**config.mk**
```make
export PLATFORM = sky130hd
export DESIGN_NAME = alert_stage_pattern_driver_core
export DESIGN_NICKNAME = d
export VERILOG_FILES = /design/src/hw/rtl/aspd_pkg.sv /design/src/hw/rtl/alert_stage_pattern_driver_core.sv /design/src/hw/rtl/aspd_pattern.sv
export SDC_FILE = /design/constraint.sdc
export NUM_CORES = 1
export LEC_CHECK = 0
export BUFFER_PORTS_ARGS = -buffer_cell sky130_fd_sc_hd__buf_2
export CAP_MARGIN = 20
export CELL_PAD_IN_SITES_DETAIL_PLACEMENT = 0
export CELL_PAD_IN_SITES_GLOBAL_PLACEMENT = 1
export CORE_MARGIN = 2
export CORE_UTILIZATION = 46
export CTS_CLUSTER_DIAMETER = 60
export CTS_CLUSTER_SIZE = 20
export DETAILED_ROUTE_END_ITERATION = 7
export PLACE_DENSITY_LB_ADDON = 0.12
export SKIP_LAST_GASP = 1
export SYNTH_ARGS = -nofsm -noshare
export SYNTH_HDL_FRONTEND = slang
export SYNTH_SLANG_ARGS = --single-unit
```
**constraint.sdc**
```tcl
create_clock -name clk -period 3.2 [get_ports clk]
set_clock_uncertainty 0.2 [all_clocks]
set_input_delay 0.48 -clock clk [delete_from_list [all_inputs] [get_ports clk]]
set_output_delay 0.48 -clock clk [all_outputs]
set_load 0.01 [all_outputs]
```
**src/hw/rtl/aspd_pkg.sv**
```systemverilog
// Shared types and constants for the alert stage pattern driver.
package aspd_pkg;

  typedef enum logic [2:0] {
    STAGE_NORMAL   = 3'd0,
    STAGE_DROWSY   = 3'd1,
    STAGE_FATIGUE  = 3'd2,
    STAGE_CRITICAL = 3'd3,
    STAGE_STANDBY  = 3'd4
  } stage_t;

  typedef enum logic {
    FUNC_TICK = 1'b0,
    FUNC_BYTE = 1'b1
  } func_t;

  // Command characters.
  localparam logic [7:0] CMD_STAGE0  = 8'h30;
  localparam logic [7:0] CMD_STAGE1  = 8'h31;
  localparam logic [7:0] CMD_STAGE2  = 8'h32;
  localparam logic [7:0] CMD_STAGE3  = 8'h33;
  localparam logic [7:0] CMD_STBY_LC = 8'h78;
  localparam logic [7:0] CMD_STBY_UC = 8'h58;

  // Counter limits.
  localparam logic [9:0]  TIS_MAX       = 10'd1023;
  localparam logic [10:0] LONG_LAST     = 11'd1999;
  localparam logic [9:0]  SHORT_LAST    = 10'd599;

  // Drowsy pattern thresholds on the in-stage timer.
  localparam logic [9:0]  DROWSY_BUZZ   = 10'd200;
  localparam logic [9:0]  DROWSY_VIB    = 10'd600;

  // Fatigue pattern thresholds on the long phase.
  localparam logic [10:0] FAT_BLINK_A   = 11'd500;
  localparam logic [10:0] FAT_BLINK_B   = 11'd1000;
  localparam logic [10:0] FAT_BLINK_C   = 11'd1500;
  localparam logic [10:0] FAT_BEEP1_END = 11'd120;
  localparam logic [10:0] FAT_BEEP2_BEG = 11'd240;
  localparam logic [10:0] FAT_BEEP2_END = 11'd360;
  localparam logic [10:0] FAT_VIB_END   = 11'd400;

  // Critical pattern thresholds on the short phase.
  localparam logic [9:0]  CRIT_BLINK_A  = 10'd150;
  localparam logic [9:0]  CRIT_BLINK_B  = 10'd300;
  localparam logic [9:0]  CRIT_BLINK_C  = 10'd450;
  localparam logic [9:0]  CRIT_BUZZ_END = 10'd300;

  typedef struct packed {
    logic red;
    logic amber;
    logic green;
    logic buzzer;
    logic vibration;
  } drive_t;

endpackage

```
**src/hw/rtl/alert_stage_pattern_driver_core.sv**
```systemverilog
// Top level of the alert stage pattern driver: state update and result register.
//
//  Channel  Direction  Ports                               Meaning
//  in_      input      in_valid/in_ready, in_func,         millisecond tick or command byte
//                      in_rx_byte
//  out_     output     out_valid/out_ready, out_red_on,    drive levels and stage after
//                      out_amber_on, out_green_on,         each input transaction
//                      out_buzzer_on, out_vibration_on,
//                      out_alert_stage
//
// Each input transaction updates the state in the cycle it is accepted and its
// result appears in the output register on the next cycle; one transaction can
// be taken every cycle while the output register is not held full by a stall.
// The single output register sets the rate: a new transaction is taken whenever
// that register is empty or is being emptied in the same cycle.
// A stalled output holds its result and blocks input only while it is full.
// Synchronous active-low reset returns to the normal stage with the timer and
// both phases at zero, and empties the output register.
module alert_stage_pattern_driver_core (
  input  logic       clk,
  input  logic       rst_n,
  input  logic       in_valid,
  output logic       in_ready,
  input  logic       in_func,
  input  logic [7:0] in_rx_byte,
  output logic       out_valid,
  input  logic       out_ready,
  output logic       out_red_on,
  output logic       out_amber_on,
  output logic       out_green_on,
  output logic       out_buzzer_on,
  output logic       out_vibration_on,
  output logic [2:0] out_alert_stage
);

  aspd_pkg::stage_t stage_r, stage_nxt;
  logic [9:0]       tis_r, tis_nxt;
  logic [10:0]      phase_long_r, phase_long_nxt;
  logic [9:0]       phase_short_r, phase_short_nxt;

  logic             out_valid_r, out_valid_nxt;
  aspd_pkg::drive_t drive_r;
  aspd_pkg::stage_t out_stage_r;
  aspd_pkg::drive_t drive_nxt;
  logic             in_fire;

  // Input is taken whenever the result register is free or being drained.
  assign in_ready = !out_valid_r || out_ready;
  assign in_fire  = in_valid && in_ready;

  // Next state for the accepted transaction.
  always_comb begin
    stage_nxt       = stage_r;
    tis_nxt         = tis_r;
    phase_long_nxt  = phase_long_r;
    phase_short_nxt = phase_short_r;
    if (aspd_pkg::func_t'(in_func) == aspd_pkg::FUNC_TICK) begin
      if (tis_r != aspd_pkg::TIS_MAX) begin
        tis_nxt = tis_r + 10'd1;
      end
      // The phases wrap at their modulus; a value already past it also wraps.
      phase_long_nxt  = (phase_long_r >= aspd_pkg::LONG_LAST) ? '0 : phase_long_r + 11'd1;
      phase_short_nxt = (phase_short_r >= aspd_pkg::SHORT_LAST) ? '0 : phase_short_r + 10'd1;
    end else begin
      case (in_rx_byte) inside
        aspd_pkg::CMD_STAGE0, aspd_pkg::CMD_STAGE1,
        aspd_pkg::CMD_STAGE2, aspd_pkg::CMD_STAGE3: begin
          // Only a real change of stage restarts the in-stage timer.
          if (aspd_pkg::stage_t'({1'b0, in_rx_byte[1:0]}) != stage_r) begin
            stage_nxt = aspd_pkg::stage_t'({1'b0, in_rx_byte[1:0]});
            tis_nxt   = '0;
          end
        end
        aspd_pkg::CMD_STBY_LC, aspd_pkg::CMD_STBY_UC: begin
          // Standby always clears the timer, even when repeated.
          stage_nxt = aspd_pkg::STAGE_STANDBY;
          tis_nxt   = '0;
        end
        default: begin
          // Unknown characters are ignored.
        end
      endcase
    end
  end

  // The pattern is worked out from the updated state, as the result shows it.
  aspd_pattern u_pattern (
    .stage         (stage_nxt),
    .time_in_stage (tis_nxt),
    .phase_long    (phase_long_nxt),
    .phase_short   (phase_short_nxt),
    .drive         (drive_nxt)
  );

  always_comb begin
    out_valid_nxt = out_valid_r;
    if (in_fire) begin
      out_valid_nxt = 1'b1;
    end else if (out_ready) begin
      out_valid_nxt = 1'b0;
    end
  end

  // Control and state registers.
  always_ff @(posedge clk) begin
    if (!rst_n) begin
      stage_r       <= aspd_pkg::STAGE_NORMAL;
      tis_r         <= '0;
      phase_long_r  <= '0;
      phase_short_r <= '0;
      out_valid_r   <= 1'b0;
    end else begin
      out_valid_r <= out_valid_nxt;
      if (in_fire) begin
        stage_r       <= stage_nxt;
        tis_r         <= tis_nxt;
        phase_long_r  <= phase_long_nxt;
        phase_short_r <= phase_short_nxt;
      end
    end
  end

  // Result payload register; it needs no reset as out_valid qualifies it.
  always_ff @(posedge clk) begin
    if (in_fire) begin
      drive_r     <= drive_nxt;
      out_stage_r <= stage_nxt;
    end
  end

  assign out_valid        = out_valid_r;
  assign out_red_on       = drive_r.red;
  assign out_amber_on     = drive_r.amber;
  assign out_green_on     = drive_r.green;
  assign out_buzzer_on    = drive_r.buzzer;
  assign out_vibration_on = drive_r.vibration;
  assign out_alert_stage  = out_stage_r;

  // Standby results are fully dark.
  assert property (@(posedge clk) disable iff (!rst_n)
    (out_valid_r && out_stage_r == aspd_pkg::STAGE_STANDBY) |-> (drive_r == '0))
    else $error("standby result with a drive level set");

  // Green is lit only in the normal stage.
  assert property (@(posedge clk) disable iff (!rst_n)
    (out_valid_r && drive_r.green) |-> (out_stage_r == aspd_pkg::STAGE_NORMAL))
    else $error("green lamp outside the normal stage");

  // Both phases stay below their modulus.
  assert property (@(posedge clk) disable iff (!rst_n)
    (phase_long_r <= aspd_pkg::LONG_LAST) && (phase_short_r <= aspd_pkg::SHORT_LAST))
    else $error("phase counter beyond its modulus");

  // A command byte never moves the phases.
  assert property (@(posedge clk) disable iff (!rst_n)
    (in_fire && aspd_pkg::func_t'(in_func) == aspd_pkg::FUNC_BYTE) |=>
      ($stable(phase_long_r) && $stable(phase_short_r)))
    else $error("phase moved on a command byte");

  // The stage only changes when a transaction is accepted.
  assert property (@(posedge clk) disable iff (!rst_n)
    !in_fire |=> $stable(stage_r))
    else $error("stage changed without an input transaction");

endmodule

```
**src/hw/rtl/aspd_pattern.sv**
```systemverilog
// Output pattern decoder: maps stage, in-stage timer and phases to drive levels.
module aspd_pattern (
  input  aspd_pkg::stage_t stage,
  input  logic [9:0]       time_in_stage,
  input  logic [10:0]      phase_long,
  input  logic [9:0]       phase_short,
  output aspd_pkg::drive_t drive
);

  always_comb begin
    drive = '0;
    unique case (stage)
      aspd_pkg::STAGE_NORMAL: begin
        drive.green = 1'b1;
      end
      aspd_pkg::STAGE_DROWSY: begin
        drive.amber     = 1'b1;
        drive.buzzer    = (time_in_stage < aspd_pkg::DROWSY_BUZZ);
        drive.vibration = (time_in_stage < aspd_pkg::DROWSY_VIB);
      end
      aspd_pkg::STAGE_FATIGUE: begin
        // Odd half-second slots of the two-second phase.
        drive.amber = ((phase_long >= aspd_pkg::FAT_BLINK_A) &&
                       (phase_long <  aspd_pkg::FAT_BLINK_B)) ||
                      (phase_long >= aspd_pkg::FAT_BLINK_C);
        drive.buzzer = (phase_long < aspd_pkg::FAT_BEEP1_END) ||
                       ((phase_long >= aspd_pkg::FAT_BEEP2_BEG) &&
                        (phase_long <  aspd_pkg::FAT_BEEP2_END));
        drive.vibration = (phase_long < aspd_pkg::FAT_VIB_END);
      end
      aspd_pkg::STAGE_CRITICAL: begin
        drive.red = ((phase_short >= aspd_pkg::CRIT_BLINK_A) &&
                     (phase_short <  aspd_pkg::CRIT_BLINK_B)) ||
                    (phase_short >= aspd_pkg::CRIT_BLINK_C);
        drive.buzzer    = (phase_short < aspd_pkg::CRIT_BUZZ_END);
        drive.vibration = 1'b1;
      end
      default: begin
        drive = '0;
      end
    endcase
  end

endmodule

```
After elaboration in Yosys (flattened, before gate mapping)

Cells that the tools add are included.

Bits in registers: 43
Input bits: 13
Output and inout bits: 10
Word-level logic and storage cells: 70

Muxes and demuxes: 18
$add $sub $neg: 3
Eq/ne operators: 11
Reductions and logical operators: 13
Magnitude comparators: 14

Operator list:

| operator                                                                              | count |
|---|---|
| 10-bit two-way mux                                                                    | 7 |
| 8-bit by 6-bit == test with 1-bit output (second input constant)                      | 4 |
| 11-bit greater-or-equal comparator (second input constant)                            | 2 |
| 11-bit by 9-bit < comparator with 1-bit output (second input constant)                | 2 |
| 11-bit two-way mux                                                                    | 2 |
| 10-bit by 1-bit adder with 10-bit output (second input constant)                      | 2 |
| 8-bit by 7-bit == test with 1-bit output (second input constant)                      | 2 |
| 3-bit two-way mux                                                                     | 4 |
| 11-bit by 1-bit adder with 11-bit output (second input constant)                      | 1 |
| 11-bit by 8-bit greater-or-equal comparator with 1-bit output (second input constant) | 1 |
| 11-bit by 9-bit greater-or-equal comparator with 1-bit output (second input constant) | 1 |
| 11-bit by 10-bit < comparator with 1-bit output (second input constant)               | 1 |
| 11-bit by 7-bit < comparator with 1-bit output (second input constant)                | 1 |
| 10-bit greater-or-equal comparator (second input constant)                            | 1 |
| 10-bit by 8-bit greater-or-equal comparator with 1-bit output (second input constant) | 1 |
| 10-bit by 9-bit greater-or-equal comparator with 1-bit output (second input constant) | 1 |
| 10-bit < comparator (second input constant)                                           | 1 |
| 10-bit by 8-bit < comparator with 1-bit output (second input constant)                | 1 |
| 10-bit by 9-bit < comparator with 1-bit output (second input constant)                | 1 |
| 10-bit != test (second input constant)                                                | 1 |
| 3-bit by 2-bit == test with 1-bit output (second input constant)                      | 2 |
| 2-bit case mux with 3 select lines                                                    | 1 |
| 1-bit logical AND                                                                     | 4 |
| 1-bit logical OR                                                                      | 4 |
| other kinds (9)                                                                       | 11 |

Depth between registers and ports, before layout

Depth in word-level cells: 7
Mapped depth: 8
Gate-level depth less buffers: 7

Hierarchy

A second synthesis with hierarchy kept.

Cells, all modules: 414
Area total of the unflattened synthesis: 3135.5 µm²

Modules (own cells, without submodules):

| module                          | area an instance (µm²) | sequential area each (µm²) | instances | cells an instance |
|---|---|---|---|---|
| alert_stage_pattern_driver_core | 2860.2                 | 940.9                      | 1         | 370 |
| aspd_pattern                    | 275.3                  | 0.0                        | 1         | 44 |

Least setup slack after synthesis

OpenSTA, ideal clock, no wires.

Path kind: reg-to-reg
From: reg phase_long_r[0]
To: reg drive_r, in the netlist out_amber_on, data pin
Data required time: 2.728 ns
Arrival: 1.932 ns
Library setup time: 0.272 ns
Period minus slack after synthesis: 2.405 ns
Buffers on the path: 0
Stages on the path, launching flop included: 8
Slack: 0.795 ns
Cells stage by stage: dfxtp_1 -> ha_1 -> nand4b_4 -> or4_4 -> nand2_4 -> o211ai_4 -> o311ai_2 -> o311ai_1

RTL lines:

| element                | line                                   | RTL |
|---|---|---|
| start, declared        | alert_stage_pattern_driver_core.sv:38  | `logic [10:0] phase_long_r, phase_long_nxt;` |
| start signal, assigned | alert_stage_pattern_driver_core.sv:117 | `phase_long_r <= phase_long_nxt;` |
| end signal, assigned   | alert_stage_pattern_driver_core.sv:126 | `drive_r <= drive_nxt;` |
| end, declared          | alert_stage_pattern_driver_core.sv:42  | `aspd_pkg::drive_t drive_r;` |

==> results.json <==
{
  "antenna_found_initial": 0,
  "place_hpwl_mm": 5.58,
  "finalSetupViolCount": 0,
  "cp_slowest_cell": "dfxtp_1",
  "cp_num_buf_inv": 0,
  "cp.required_ns": 3.04,
  "drt_wl_total_mm": 7.74,
  "clkSinkCount": 43,
  "cts_tree": "yes",
  "numPortBuffers": 22,
  "core_area_um2": 6830,
  "cts_setup_buffers": 0,
  "worstSetupPathType": "register to register",
  "synth_cells": 389,
  "ant_nets": 0,
  "dominantRegCellSynth": "dfxtp_1",
  "final_area_um2": 3480,
  "clock_latency_ns": 0.30,
  "first_pass_iters": 5,
  "area_growth_syn_to_layout_pct": 6.76,
  "max_stage_delay_ns": 0.48,
  "async_flop_share_pct": 0,
  "place_ws_ns": 0.510,
  "htreeDepth": 2,
  "rrSetupSlack_ns": 0.57,
  "ys_ff_latch": 43,
  "syn_area_um2": 3260,
  "period_share_pct": 82.3,
  "worst_slew_pin_slew_ns": 0.609,
  "gp_congestion": 0.835,
  "numCtsBuffers": 5,
  "dpl-instance-area_um2": 3400,
  "synth_fp_nets": 405,
  "ctsResizeCount": 0,
  "hold_viol_final": 0,
  "start_util_pct": 47.7,
  "r2r-start": "phase_long_r[0]",
  "synth_edf_count": 8,
  "drtIter0Drc": 229,
  "crit_path_end_kind": "register",
  "min_to": "out_valid",
  "r2r-end": "out_amber_on",
  "status": "finished, final reports clean",
  "clk_path_buf_depth": 2,
  "grt_pass1_wl_mm": 12.9,
  "vdd_drop_max_mv": 0.147,
  "ys_seq_area_share_pct": 28.9,
  "worstHoldStart": "in_valid",
  "wl_per_cell_um": 15.6,
  "rows": 30,
  "cp.arrival_ns": 2.47,
  "cp-start-kind": "register",
  "ios": 23,
  "relSlewSlack_pct": 59.4,
  "cp_max_fo": 10,
  "hold_path_class": "input pin to register",
  "drive_gt1_share_pct": 17.2,
  "whs_path_depth": 3,
  "ys_types": 89,
  "vias_per_cell": 5.76,
  "setup_ws_ns": 0.567,
  "grt_usage_pct": 21.1,
  "die-area_um2": 7770,
  "worstPathCellList": "ha_1, nand4b_4, or3_1, a22oi_1, nand2_1, o311ai_2, o311ai_1",
  "grt_pass1_vias": 2619,
  "powerDensity_nw_per_um2": 301,
  "worstRegToRegCells": 7,
  "grt_max_degree": 40,
  "setup-tns-final_ns": 0,
  "num_vias": 2864,
  "cp_top_family": "simple AND/OR/NAND/NOR gates",
  "ys_warn_count": 0,
  "fp.dieW_um": 88.2,
  "nNetsFinal": 416,
  "max_freq_ghz": 0.380,
  "slew_violations": 0,
  "rsz0062_at_grt": "false",
  "syn_area_per_cell_um2": 8.38,
  "clk_pin_slew_ns": 0.09,
  "root_buffer": "clkbuf_8",
  "drc": 0,
  "die_h_um": 88.2,
  "diodes": 0,
  "min_period_ns": 2.63,
  "postCtsHoldBufs": 0,
  "max_cap_violations": 0,
  "overflow": 0,
  "p_leak_nw": 1.32
}
routing by layer:
layer	vias to the layer above	share of wire, %	global-route usage, %	wire length [um]
met5	-	0	0	0
met4	0	1.3	6.20	98
met3	10	3.3	2.36	259
met2	54	44	33.7	3440
met1	1336	51	29.9	3940
li1	1464	-	-	-
worst max path at each step:
stage | start | cells after the start | endpoint
after global placement | in_func | 7 | out_vibration_on
final | phase_long_r[0] | 7 | out_amber_on
after global routing | phase_long_r[0] | 7 | out_buzzer_on
after detailed placement | in_func | 7 | out_buzzer_on
after floorplan | phase_long_r[0] | 7 | out_amber_on
after CTS | phase_long_r[0] | 7 | out_amber_on
tightest hold or removal path, delay by kind of cell:
family / cells / cell delay, ns
AO/OA/AOI/OAI: 1 / 0.06
buffers and inverters: 2 / 0.15
through the flow:
stage	util, %	cells	power (mW)	hold WS, ns
after floorplan	-	389	0.674	0.279
after global placement	49.7	489	0.712	0.304
after detailed placement	49.7	489	0.713	0.320
after CTS	50.9	497	1.06	0.231
after global routing	50.9	497	1.09	0.269
final	50.9	497	1.05	0.237
sequential cells by signal (all words and copies together), names as in the netlist:
signal and cells:
out_alert_stage 3, out_amber_on 1, out_buzzer_on 1, out_green_on 1, out_red_on 1, out_valid 1
out_vibration_on 1, phase_long_r 11, phase_short_r 10, stage_r 3, tis_r 10
layout make-up:
class | instances | area (um^2)
inverters | 12 | 45.0
flip-flops and latches | 43 | 941
clock inverters | 2 | 8.76
well taps | 96 | 120
multi-input cells | 313 | 2160
fillers | 696 | 3350
repair buffers | 25 | 133
clock buffers | 6 | 72.6
synth_stat cells (6+ instances only):
| master | n | share of area (%) |
|---|---|---|
| a21boi_0 | 9 | 2.1 |
| xor2_1 | 7 | 1.9 |
| dfxtp_1 | 35 | 22 |
| nand3_1 | 12 | 1.8 |
| nor2b_1 | 7 | 1.3 |
| clkbuf_1 | 6 | 0.69 |
| buf_2 | 7 | 1.1 |
| or3_1 | 6 | 1.2 |
| o21ai_0 | 23 | 3.5 |
| edfxtp_1 | 8 | 7.4 |
| nand2_1 | 52 | 6.0 |
| inv_1 | 12 | 1.4 |
| nor2_1 | 26 | 3.0 |
| and2_1 | 19 | 3.6 |
| nor4_1 | 7 | 1.3 |
| xnor2_1 | 8 | 2.2 |
| a21oi_1 | 13 | 2.0 |
where the power goes:
group | internal [mW] | switching [mW] | total, mW
clock network | 0.151 | 0.196 | 0.347
logic | 0.0455 | 0.0728 | 0.118
registers | 0.565 | 0.0171 | 0.582
kinds of logic (layout without fill, tap and decap cells):
| group | after synthesis | count (layout) | share of synthesized area, % |
|---|---|---|---|
| AND/OR/NAND/NOR | 182 | 182 | 33.8 |
| XOR/XNOR | 15 | 15 | 4.03 |
| adder cells (fa/ha/maj) | 3 | 3 | 1.15 |
| buffers and inverters | 33 | 45 | 4.88 |
| AO/OA/AOI/OAI | 110 | 110 | 26.4 |
| multiplexers | 3 | 3 | 0.922 |
| flip-flops | 43 | 43 | 28.9 |
cell usage in the layout (no fill, tap or decap), types with 5 or more instances in the layout:
master	netlist	final
xnor2_1	8	8
edfxtp_1	8	8
a21boi_0	9	9
clkbuf_8	0	5
xor2_1	7	7
and2_1	19	19
inv_1	12	12
dfxtp_1	35	35
nand3_1	12	12
buf_2	7	22
nor4_1	7	7
nor2_1	26	26
o21ai_0	23	23
nand2_1	52	52
a21oi_1	13	13
o21ai_1	5	5
nor3_1	5	5
or3_1	6	6
nor2b_1	7	7
o31ai_1	5	5
No activity file was read; power rests on OpenSTA's default activity.
